===== src/hdl/thread_slot_scheduler_core_macros.svh =====
// ----------------------------------------------------------------------------
// Thread slot scheduler assertion macros
// Concurrent assertion wrappers; empty when compiled for synthesis.
// ----------------------------------------------------------------------------
`ifndef THREAD_SLOT_SCHEDULER_CORE_MACROS_SVH
`define THREAD_SLOT_SCHEDULER_CORE_MACROS_SVH
`ifndef SYNTHESIS
// Same-cycle implication, sampled on clk_i, off during reset.
`define TSS_ASSERT_IMPLIES(lbl, ante, cons) \
  lbl: assert property (@(posedge clk_i) disable iff (!rst_ni) (ante) |-> (cons)) \
    else $error("scheduler check failed");
// Next-cycle implication, sampled on clk_i, off during reset.
`define TSS_ASSERT_NEXT(lbl, ante, cons) \
  lbl: assert property (@(posedge clk_i) disable iff (!rst_ni) (ante) |=> (cons)) \
    else $error("scheduler check failed");
`else
`define TSS_ASSERT_IMPLIES(lbl, ante, cons)
`define TSS_ASSERT_NEXT(lbl, ante, cons)
`endif
`endif


===== src/hdl/tss_pkg.sv =====
// ----------------------------------------------------------------------------
// Thread slot scheduler package
// Sizes, codes, word types and the controller state type.
// ----------------------------------------------------------------------------
package tss_pkg;

  localparam int unsigned THREAD_SLOTS = 16;
  localparam int unsigned SLOT_W       = $clog2(THREAD_SLOTS);
  localparam int unsigned CNT_W        = $clog2(THREAD_SLOTS + 1);
  localparam int unsigned TICKET_MAX   = 22;
  localparam int unsigned TOT_W        = $clog2(THREAD_SLOTS * TICKET_MAX + 1);

  localparam logic [3:0]  PRIO_MAX     = 4'd10;
  localparam logic [3:0]  BEST_START   = 4'd11;
  localparam logic [3:0]  INIT_PRIO    = 4'd5;
  localparam logic [4:0]  INIT_TICKETS = 5'd10;
  localparam logic [4:0]  TICKET_BASE  = 5'd11;
  localparam logic [31:0] LCG_MUL      = 32'd1103515245;
  localparam logic [31:0] LCG_INC      = 32'd12345;
  localparam logic [3:0]  DRAW_BITS    = 4'd15;

  localparam logic [1:0] MODE_PRIO    = 2'd1;
  localparam logic [1:0] MODE_LOTTERY = 2'd2;

  typedef enum logic [1:0] {
    ST_UNUSED  = 2'd0,
    ST_READY   = 2'd1,
    ST_RUNNING = 2'd2
  } slot_status_e;

  typedef enum logic [1:0] {
    REQ_INIT   = 2'd0,
    REQ_CREATE = 2'd1,
    REQ_SCHED  = 2'd2,
    REQ_EXIT   = 2'd3
  } req_type_e;

  typedef enum logic [3:0] {
    S_IDLE, S_CREATE, S_RR, S_PRIO, S_PFIX, S_LSUM, S_LMUL,
    S_LADD, S_LDIV, S_LPICK, S_SWITCH, S_DONE
  } sched_state_e;

  typedef struct packed {
    logic [1:0]  req_type;
    logic [3:0]  priority_req;
    logic [31:0] seed;
  } tss_in_t;

  typedef struct packed {
    logic       ok;
    logic [3:0] chosen_slot;
    logic       switched;
  } tss_out_t;

  typedef struct packed {
    logic [3:0] base;
    logic [3:0] aged;
    logic [4:0] tickets;
  } slot_entry_t;

  function automatic logic [3:0] slot4(logic [SLOT_W-1:0] s);
    return 4'(s);
  endfunction

endpackage


===== src/hdl/thread_slot_scheduler_core.sv =====
// ----------------------------------------------------------------------------
// Thread slot scheduler core
// Slot table scheduler: init, create, yield and exit with three pick rules.
// ----------------------------------------------------------------------------
// Usage:
//   Input words arrive on in_valid_i / in_ready_o, result words leave on
//   out_valid_o / out_ready_i; every input word yields exactly one result.
//   cfg_we_i writes the scheduling mode (round robin, priority with aging,
//   lottery); write it only while no request is in flight.
//   A lottery pick makes two sweeps over the slot memory, one LCG multiply
//   and a 15-step restoring remainder. One request is worked at a time;
//   the next is taken only once the last has left for the output register.
//   A finished result sits in the output register; the next request is
//   taken while it waits. A stalled receiver holds back the next result,
//   and with it further requests.
//   Reset marks all slots unused, running slot 0, generator state 1, mode
//   round robin. The priority/ticket memory has no reset; entries are
//   written by init and create before any read.
// ----------------------------------------------------------------------------
`include "thread_slot_scheduler_core_macros.svh"

module thread_slot_scheduler_core (
  input  logic              clk_i,
  input  logic              rst_ni,
  input  logic              cfg_we_i,
  input  logic [1:0]        cfg_wdata_i,
  input  logic              in_valid_i,
  output logic              in_ready_o,
  input  tss_pkg::tss_in_t  in_word_i,
  output logic              out_valid_o,
  input  logic              out_ready_i,
  output tss_pkg::tss_out_t out_word_o
);

  localparam int unsigned N = tss_pkg::THREAD_SLOTS;
  localparam int unsigned SW = tss_pkg::SLOT_W;
  localparam int unsigned CW = tss_pkg::CNT_W;
  localparam int unsigned TW = tss_pkg::TOT_W;
  localparam logic [SW-1:0] LAST_SLOT = SW'(N - 1);
  localparam logic [CW-1:0] CNT_END   = CW'(N);

  // Control and slot status registers
  tss_pkg::sched_state_e state_q, state_d;
  tss_pkg::slot_status_e status_q [N];
  tss_pkg::slot_status_e status_d [N];
  logic [1:0]          mode_q;
  logic [SW-1:0]       run_q, run_d;
  logic [31:0]         rand_q, rand_d;
  logic [31:0]         prod_q, prod_d;
  logic [CW-1:0]       cnt_q, cnt_d;
  logic [SW-1:0]       idx_q, idx_d;
  logic [SW-1:0]       a_q, a_d;
  logic                rv_q, rv_d;
  logic [3:0]          prio_q, prio_d;
  logic [3:0]          best_q, best_d;
  logic [SW-1:0]       pick_q, pick_d;
  logic                pick_v_q, pick_v_d;
  logic [3:0]          pbase_q, pbase_d;
  logic [4:0]          ptick_q, ptick_d;
  logic [TW-1:0]       total_q, total_d;
  logic [TW-1:0]       sum_q, sum_d;
  logic [TW-1:0]       rem_q, rem_d;
  logic [14:0]         div_q, div_d;
  logic [3:0]          dcnt_q, dcnt_d;
  tss_pkg::tss_out_t   res_q, res_d;
  tss_pkg::tss_out_t   out_q, out_d;
  logic                ov_q, ov_d;

  // Slot memory: one write port, one registered read port
  tss_pkg::slot_entry_t mem_q [N];
  tss_pkg::slot_entry_t rd_q;
  logic                 we;
  logic [SW-1:0]        wa;
  tss_pkg::slot_entry_t wd;
  logic [SW-1:0]        ra;

  // Combinational helpers
  logic                 pass;
  logic [3:0]           aged_n;
  logic [TW-1:0]        acc;
  logic [TW:0]          sh;
  logic [3:0]           clamp;

  assign in_ready_o  = (state_q == tss_pkg::S_IDLE);
  assign out_valid_o = ov_q;
  assign out_word_o  = out_q;

  always_ff @(posedge clk_i) begin
    if (we) begin
      mem_q[wa] <= wd;
    end
    rd_q <= mem_q[ra];
  end

  always_comb begin
    state_d  = state_q;
    status_d = status_q;
    run_d    = run_q;
    rand_d   = rand_q;
    prod_d   = prod_q;
    cnt_d    = cnt_q;
    idx_d    = idx_q;
    prio_d   = prio_q;
    best_d   = best_q;
    pick_d   = pick_q;
    pick_v_d = pick_v_q;
    pbase_d  = pbase_q;
    ptick_d  = ptick_q;
    total_d  = total_q;
    sum_d    = sum_q;
    rem_d    = rem_q;
    div_d    = div_q;
    dcnt_d   = dcnt_q;
    res_d    = res_q;
    out_d    = out_q;
    ov_d     = ov_q;
    we       = 1'b0;
    wa       = a_q;
    wd       = rd_q;
    ra       = cnt_q[SW-1:0];
    aged_n   = '0;
    acc      = '0;
    sh       = '0;
    clamp    = (in_word_i.priority_req > tss_pkg::PRIO_MAX) ? tss_pkg::PRIO_MAX
                                                             : in_word_i.priority_req;

    // Sweep the memory: issue one read a cycle, process the registered data in the following cycle
    pass = (state_q == tss_pkg::S_PRIO) || (state_q == tss_pkg::S_LSUM) ||
           (state_q == tss_pkg::S_LPICK);
    rv_d = pass && (cnt_q < CNT_END);
    a_d  = cnt_q[SW-1:0];
    if (rv_d) begin
      cnt_d = cnt_q + CW'(1);
    end

    if (ov_q && out_ready_i) begin
      ov_d = 1'b0;
    end

    unique case (state_q)
      tss_pkg::S_IDLE: begin
        if (in_valid_i) begin
          unique case (in_word_i.req_type)
            tss_pkg::REQ_INIT: begin
              for (int i = 0; i < N; i++) begin
                status_d[i] = tss_pkg::ST_UNUSED;
              end
              status_d[0] = tss_pkg::ST_RUNNING;
              we      = 1'b1;
              wa      = '0;
              wd      = '{base: tss_pkg::INIT_PRIO, aged: tss_pkg::INIT_PRIO,
                          tickets: tss_pkg::INIT_TICKETS};
              run_d   = '0;
              rand_d  = in_word_i.seed;
              res_d   = '{ok: 1'b1, chosen_slot: 4'd0, switched: 1'b0};
              state_d = tss_pkg::S_DONE;
            end
            tss_pkg::REQ_CREATE: begin
              prio_d  = clamp;
              idx_d   = SW'(1);
              state_d = tss_pkg::S_CREATE;
            end
            default: begin
              // Exit frees the running slot, then schedules
              if (in_word_i.req_type == tss_pkg::REQ_EXIT) begin
                status_d[run_q] = tss_pkg::ST_UNUSED;
              end
              cnt_d    = '0;
              best_d   = tss_pkg::BEST_START;
              pick_v_d = 1'b0;
              total_d  = '0;
              if (mode_q == tss_pkg::MODE_PRIO) begin
                state_d = tss_pkg::S_PRIO;
              end else if (mode_q == tss_pkg::MODE_LOTTERY) begin
                state_d = tss_pkg::S_LSUM;
              end else begin
                idx_d   = (run_q == LAST_SLOT) ? '0 : run_q + SW'(1);
                state_d = tss_pkg::S_RR;
              end
            end
          endcase
        end
      end

      tss_pkg::S_CREATE: begin
        if (status_q[idx_q] == tss_pkg::ST_UNUSED) begin
          we      = 1'b1;
          wa      = idx_q;
          wd      = '{base: prio_q, aged: prio_q,
                      tickets: 5'((tss_pkg::TICKET_BASE - 5'(prio_q)) << 1)};
          status_d[idx_q] = tss_pkg::ST_READY;
          res_d   = '{ok: 1'b1, chosen_slot: tss_pkg::slot4(idx_q), switched: 1'b0};
          state_d = tss_pkg::S_DONE;
        end else if (idx_q == LAST_SLOT) begin
          res_d   = '{ok: 1'b0, chosen_slot: 4'd0, switched: 1'b0};
          state_d = tss_pkg::S_DONE;
        end else begin
          idx_d = idx_q + SW'(1);
        end
      end

      tss_pkg::S_RR: begin
        if (status_q[idx_q] == tss_pkg::ST_READY) begin
          pick_d  = idx_q;
          state_d = tss_pkg::S_SWITCH;
        end else if (idx_q == run_q) begin
          res_d   = '{ok: 1'b1, chosen_slot: tss_pkg::slot4(run_q), switched: 1'b0};
          state_d = tss_pkg::S_DONE;
        end else begin
          idx_d = (idx_q == LAST_SLOT) ? '0 : idx_q + SW'(1);
        end
      end

      tss_pkg::S_PRIO: begin
        if (rv_q && status_q[a_q] == tss_pkg::ST_READY) begin
          aged_n = (rd_q.aged == 4'd0) ? 4'd0 : rd_q.aged - 4'd1;
          if (rd_q.aged != 4'd0) begin
            we = 1'b1;
            wd = '{base: rd_q.base, aged: aged_n, tickets: rd_q.tickets};
          end
          if (aged_n < best_q) begin
            best_d   = aged_n;
            pick_d   = a_q;
            pick_v_d = 1'b1;
            pbase_d  = rd_q.base;
            ptick_d  = rd_q.tickets;
          end
        end
        if (cnt_q == CNT_END && !rv_q) begin
          if (pick_v_q) begin
            state_d = tss_pkg::S_PFIX;
          end else begin
            res_d   = '{ok: 1'b1, chosen_slot: tss_pkg::slot4(run_q), switched: 1'b0};
            state_d = tss_pkg::S_DONE;
          end
        end
      end

      tss_pkg::S_PFIX: begin
        // Reset the winner's aged priority to its base
        we      = 1'b1;
        wa      = pick_q;
        wd      = '{base: pbase_q, aged: pbase_q, tickets: ptick_q};
        state_d = tss_pkg::S_SWITCH;
      end

      tss_pkg::S_LSUM: begin
        if (rv_q && status_q[a_q] == tss_pkg::ST_READY) begin
          total_d = total_q + TW'(rd_q.tickets);
        end
        if (cnt_q == CNT_END && !rv_q) begin
          if (total_q == '0) begin
            res_d   = '{ok: 1'b1, chosen_slot: tss_pkg::slot4(run_q), switched: 1'b0};
            state_d = tss_pkg::S_DONE;
          end else begin
            state_d = tss_pkg::S_LMUL;
          end
        end
      end

      tss_pkg::S_LMUL: begin
        prod_d  = rand_q * tss_pkg::LCG_MUL;
        state_d = tss_pkg::S_LADD;
      end

      tss_pkg::S_LADD: begin
        rand_d  = prod_q + tss_pkg::LCG_INC;
        div_d   = rand_d[30:16];
        rem_d   = '0;
        dcnt_d  = tss_pkg::DRAW_BITS;
        state_d = tss_pkg::S_LDIV;
      end

      tss_pkg::S_LDIV: begin
        // Restoring remainder, one bit a cycle
        sh = {rem_q, div_q[14]};
        if (sh >= {1'b0, total_q}) begin
          rem_d = TW'(sh - {1'b0, total_q});
        end else begin
          rem_d = sh[TW-1:0];
        end
        div_d  = div_q << 1;
        dcnt_d = dcnt_q - 4'd1;
        if (dcnt_q == 4'd1) begin
          cnt_d    = '0;
          sum_d    = '0;
          pick_v_d = 1'b0;
          state_d  = tss_pkg::S_LPICK;
        end
      end

      tss_pkg::S_LPICK: begin
        if (rv_q && status_q[a_q] == tss_pkg::ST_READY && !pick_v_q) begin
          acc   = sum_q + TW'(rd_q.tickets);
          sum_d = acc;
          if (acc > rem_q) begin
            pick_d   = a_q;
            pick_v_d = 1'b1;
          end
        end
        if (cnt_q == CNT_END && !rv_q) begin
          state_d = tss_pkg::S_SWITCH;
        end
      end

      tss_pkg::S_SWITCH: begin
        if (pick_q == run_q && status_q[run_q] == tss_pkg::ST_RUNNING) begin
          res_d = '{ok: 1'b1, chosen_slot: tss_pkg::slot4(run_q), switched: 1'b0};
        end else begin
          if (status_q[run_q] != tss_pkg::ST_UNUSED) begin
            status_d[run_q] = tss_pkg::ST_READY;
          end
          status_d[pick_q] = tss_pkg::ST_RUNNING;
          run_d = pick_q;
          res_d = '{ok: 1'b1, chosen_slot: tss_pkg::slot4(pick_q),
                    switched: (pick_q != run_q)};
        end
        state_d = tss_pkg::S_DONE;
      end

      tss_pkg::S_DONE: begin
        // Hold until the output register is free
        if (!ov_q || out_ready_i) begin
          out_d   = res_q;
          ov_d    = 1'b1;
          state_d = tss_pkg::S_IDLE;
        end
      end

      default: begin
        state_d = tss_pkg::S_IDLE;
      end
    endcase
  end

  always_ff @(posedge clk_i or negedge rst_ni) begin
    if (!rst_ni) begin
      state_q  <= tss_pkg::S_IDLE;
      for (int i = 0; i < N; i++) begin
        status_q[i] <= tss_pkg::ST_UNUSED;
      end
      mode_q   <= '0;
      run_q    <= '0;
      rand_q   <= 32'd1;
      prod_q   <= '0;
      cnt_q    <= '0;
      idx_q    <= '0;
      a_q      <= '0;
      rv_q     <= 1'b0;
      prio_q   <= '0;
      best_q   <= '0;
      pick_q   <= '0;
      pick_v_q <= 1'b0;
      pbase_q  <= '0;
      ptick_q  <= '0;
      total_q  <= '0;
      sum_q    <= '0;
      rem_q    <= '0;
      div_q    <= '0;
      dcnt_q   <= '0;
      res_q    <= '0;
      out_q    <= '0;
      ov_q     <= 1'b0;
    end else begin
      state_q  <= state_d;
      status_q <= status_d;
      if (cfg_we_i) begin
        mode_q <= cfg_wdata_i;
      end
      run_q    <= run_d;
      rand_q   <= rand_d;
      prod_q   <= prod_d;
      cnt_q    <= cnt_d;
      idx_q    <= idx_d;
      a_q      <= a_d;
      rv_q     <= rv_d;
      prio_q   <= prio_d;
      best_q   <= best_d;
      pick_q   <= pick_d;
      pick_v_q <= pick_v_d;
      pbase_q  <= pbase_d;
      ptick_q  <= ptick_d;
      total_q  <= total_d;
      sum_q    <= sum_d;
      rem_q    <= rem_d;
      div_q    <= div_d;
      dcnt_q   <= dcnt_d;
      res_q    <= res_d;
      out_q    <= out_d;
      ov_q     <= ov_d;
    end
  end

  // An accepted request always leaves idle
  `TSS_ASSERT_NEXT(a_accept_busy, in_valid_i && in_ready_o, state_q != tss_pkg::S_IDLE)
  // The lottery draw is reduced below the ticket total before the pick sweep
  `TSS_ASSERT_IMPLIES(a_draw_range, state_q == tss_pkg::S_LPICK, rem_q < total_q)
  // After a switch the running slot is marked running
  `TSS_ASSERT_NEXT(a_switch_run, state_q == tss_pkg::S_SWITCH,
                   status_q[run_q] == tss_pkg::ST_RUNNING)

endmodule


===== config.mk =====
export PLATFORM = sky130hd
export DESIGN_NAME = thread_slot_scheduler_core
export DESIGN_NICKNAME = d
export VERILOG_FILES = /design/src/hdl/tss_pkg.sv /design/src/hdl/thread_slot_scheduler_core.sv
export VERILOG_INCLUDE_DIRS = /design/src /design/src/hdl
export SDC_FILE = /design/constraint.sdc
export NUM_CORES = 1
export LEC_CHECK = 0
export BUFFER_PORTS_ARGS = -buffer_cell sky130_fd_sc_hd__buf_2
export CORE_ASPECT_RATIO = 1.1
export CORE_MARGIN = 2
export CORE_UTILIZATION = 30
export DETAILED_ROUTE_END_ITERATION = 12
export PLACE_DENSITY = 0.55
export SYNTH_ARGS = -nofsm -noshare
export SYNTH_HDL_FRONTEND = slang
export SYNTH_SLANG_ARGS = --single-unit

===== constraint.sdc =====
create_clock -name clk_i -period 8.5 [get_ports clk_i]
set_input_delay 1.275 -clock clk_i [delete_from_list [all_inputs] [get_ports clk_i]]
set_output_delay 1.275 -clock clk_i [all_outputs]
set_load 0.02 [all_outputs]

==> results.sh <==
export IMPL_outcome="finished clean"
export IMPL_fill_cells=9593
export IMPL_track_usage=0.164
export IMPL_cp_slowest_cell="dfrtp_1"
export IMPL_dp_hpwl_um=57400
export IMPL_synth_seq_area_share=0.399
export IMPL_start_util=0.302
export IMPL_cp_cell_sequence="ha_1 -> xor2_1 -> ha_1 -> a21oi_1 -> fa_1 -> fa_1 -> inv_1 -> fa_1 -> inv_1 -> fa_1 -> inv_1 -> fa_1 -> fa_1 -> ha_1 -> a21o_1 -> a21o_1 -> a2111oi_0 -> o22ai_1 -> nor2_1 -> o21ai_0 -> mux2_2 -> nand2_1"
export IMPL_worstHoldStart="res_q[0]"
export IMPL_post_cts_setup_buffer_count=0
export IMPL_slowest_delay_ns=0.54
export IMPL_final_max_slew_viol_count=0
export IMPL_cts_tree="yes"
export IMPL_ios=53
export IMPL_numCtsBuffers=49
export IMPL_synth_distinct_cells=73
export IMPL_tns_ns=0
export IMPL_htree_levels=2
export IMPL_grt_first_pass_wirelength_um=125000
export IMPL_cp_max_fo=8
export IMPL_insertion_delay_ns=0.64
export IMPL_clock_sinks=420
export IMPL_seq_area_mm2=0.0115
export IMPL_synth_edff_count=208
export IMPL_placeableCoreArea_mm2=0.0954
export IMPL_min_path_cells=1
export IMPL_gr_total_overflow=0
export IMPL_fin_skew_ns=0.0352
export IMPL_hold_violations=0
export IMPL_root_buffer="clkbuf_16"
export IMPL_hp_class="register to register"
export IMPL_finalSetupViolations=0
export IMPL_die_w_um=299
export IMPL_tightestPinTransition_ns=1.26
export IMPL_antenna_found_initial=2
export IMPL_ys_ff_latch=420
export IMPL_vias_per_cell=4.99
export IMPL_row_count=119
export IMPL_remaining_drc_errors=0
export IMPL_cts_repair_resized=0
export IMPL_final_nets=3174
export IMPL_multi_input_area_mm2=0.0156
export IMPL_rsz0062_at_grt="no"
export IMPL_clockBufferDepth=3
export IMPL_cpMostUsedCell="fa_1"
export IMPL_min_to="res_q[0]"
export IMPL_cp_start_kind="register"
export IMPL_timing_rr_start="rand_q[5]"
export IMPL_grt_max_degree=72
export IMPL_cts_hold_buffers_added=0
export IMPL_fmax_mhz=145
export IMPL_worst_r2r_setup_slack_ns=1.61
export IMPL_synth_cells=2696
export IMPL_routabilityCongestion=0.895
export IMPL_die_y_um=329
export IMPL_relSlewSlack=0.158
export IMPL_grt_pass1_vias=20600
export IMPL_detail_route_wl_per_cell_um=19.7
export IMPL_fin_crit_sh=0.811
export IMPL_synth_main_ff_cell="edfxtp_1"
export IMPL_syn2layout_area_growth_pct=12.5
export IMPL_endpoint_kind="register"
export IMPL_cap_violations=0
export IMPL_firstDrtPassIters=5
export IMPL_reg2reg_depth=22
export IMPL_die_area_mm2=0.0985
export IMPL_io_buffers=51
export IMPL_finalCriticalPeriod_ns=6.89
export IMPL_clk_pin_slew_ns=0.06
export IMPL_path_class="register to register"
export IMPL_avgSynthCellArea_um2=10.7
export IMPL_synth_nets=3140
export IMPL_regToRegEndpoint="prod_q[29]"
export IMPL_vias=20200
export IMPL_drt_iter0_markers=1651
export IMPL_yosysWarnings=0
export IMPL_netlist_area_mm2=0.0288
export IMPL_routed_wl_um=79700
export IMPL_ant_nets=0
export IMPL_layout_drive_gt1_share=0.105
export IMPL_cp_required_ns=9.04
export IMPL_critical_path_arrival_ns=7.44
export IMPL_async_flop_share=0.474
-- area by class of cell --
class | instances | share of cell area
Inverter | 360 | 0.0417
Clock buffer | 58 | 0.0401
Sequential cell | 420 | 0.355
Antenna cell | 1 | 0.0000772
Multi-Input combinational cell | 1802 | 0.481
Clock inverter | 33 | 0.0145
Tap cell | 1270 | 0.0490
Timing Repair Buffer | 97 | 0.0188
-- layout by cell type, fill, tap and decap left out, types with 8 or more instances in the layout --
| master | count |
|---|---|
| mux4_2 | 46 |
| nand4_1 | 15 |
| o22ai_1 | 11 |
| a21o_1 | 30 |
| bufinv_16 | 8 |
| a211oi_1 | 16 |
| dfxtp_1 | 13 |
| nor3_1 | 38 |
| fa_1 | 181 |
| ha_1 | 218 |
| a221oi_1 | 23 |
| inv_1 | 360 |
| nand3_1 | 42 |
| a22oi_1 | 34 |
| nor3_2 | 10 |
| and3_1 | 10 |
| xor2_1 | 40 |
| o221ai_1 | 15 |
| a21oi_1 | 130 |
| o21ai_0 | 166 |
| nor2_1 | 133 |
| nor2b_1 | 29 |
| buf_4 | 46 |
| mux2_2 | 37 |
| mux2i_1 | 51 |
| o211ai_1 | 18 |
| clkbuf_16 | 49 |
| dfrtp_1 | 197 |
| nand2b_1 | 17 |
| a31oi_1 | 33 |
| nand2_1 | 255 |
| nor3b_1 | 16 |
| a22o_1 | 13 |
| xnor2_1 | 70 |
| buf_2 | 50 |
| edfxtp_1 | 208 |
| o31ai_1 | 10 |
-- cells in the mapped netlist, types with 16 or more instances --
library cell	n	area [um^2]
fa_1	181	3620
nor2b_1	30	188
nor3b_1	18	135
a211oi_1	16	120
nand2_1	256	961
a22oi_1	34	255
a31oi_1	33	206
xnor2_1	70	613
a21oi_1	130	651
mux2_2	37	417
mux4_2	46	1040
nand3_1	43	215
o211ai_1	18	135
xor2_1	40	350
mux2i_1	51	510
inv_1	360	1350
o21ai_0	166	831
nor3_1	48	240
nand2b_1	17	106
a221oi_1	23	201
edfxtp_1	208	6250
dfrtp_1	198	4950
nor2_1	134	503
a21o_1	31	233
buf_1	16	60.1
clkbuf_1	88	330
ha_1	218	2730
-- stage by stage --
stage	std cells	hold WS [ns]	instance area [um^2]	setup slack, ns	util
finish	4041	0.484	32400	1.61	0.340
global route	4040	0.518	32400	1.28	0.340
CTS	4040	0.486	32400	1.60	0.340
detailed placement	3949	0.468	30600	1.69	0.321
global placement	3949	0.472	30600	1.65	0.321
floorplan	2696	0.352	28800	2.30	-
-- how the worst max path moves through the flow --
stage	from	slack, ns	end
finish	rand_q[5]	1.61	prod_q[29]
global route	rand_q[5]	1.28	prod_q[25]
CTS	rand_q[5]	1.60	prod_q[29]
detailed placement	rand_q[5]	1.69	prod_q[29]
global placement	rand_q[5]	1.65	prod_q[25]
floorplan	rand_q[7]	2.30	prod_q[29]
-- critical path, delay by kind of cell (launching register included) --
kind / cells / cell delay (ns)
fa+ha+maj: 9 / 3.97
compound gates: 6 / 1.16
flops: 1 / 0.54
simple gates: 2 / 0.39
mux: 1 / 0.29
xor+xnor: 1 / 0.27
buf+inv: 3 / 0.18
-- sequential cells by signal, summed over array words and instances, names as in the netlist, 9 cells and up --
name      cells
prod_q       31
mem_q       208
rd_q         13
rand_q       31
total_q       9
rem_q         9
div_q        15
sum_q         9
status_q     32
-- cells by family (layout without fill, tap and decap cells) --
logic type | after synthesis | in the layout | share of synthesized area
buffers and inverters | 474 | 548 | 0.0624
multiplexers | 134 | 134 | 0.0682
adder cells (fa/ha/maj) | 399 | 399 | 0.221
other | 0 | 1 | 0
AND/OR/NAND/NOR | 610 | 610 | 0.0967
XOR/XNOR | 110 | 110 | 0.0335
AO/OA/AOI/OAI | 549 | 549 | 0.120
flip-flops | 420 | 420 | 0.399
-- metal layers --
metal / global-route usage / wire length [um] / vias to the layer above
met4: 0.0462 / 2090 / 2
met2: 0.276 / 38200 / 534
met5: 0 / 10 / -
li1: - / - / 9484
met3: 0.0255 / 4070 / 124
met1: 0.219 / 35400 / 10000
Power is not shown: default switching activity piles up to over one toggle a cycle in this logic, so the estimate is an artifact.
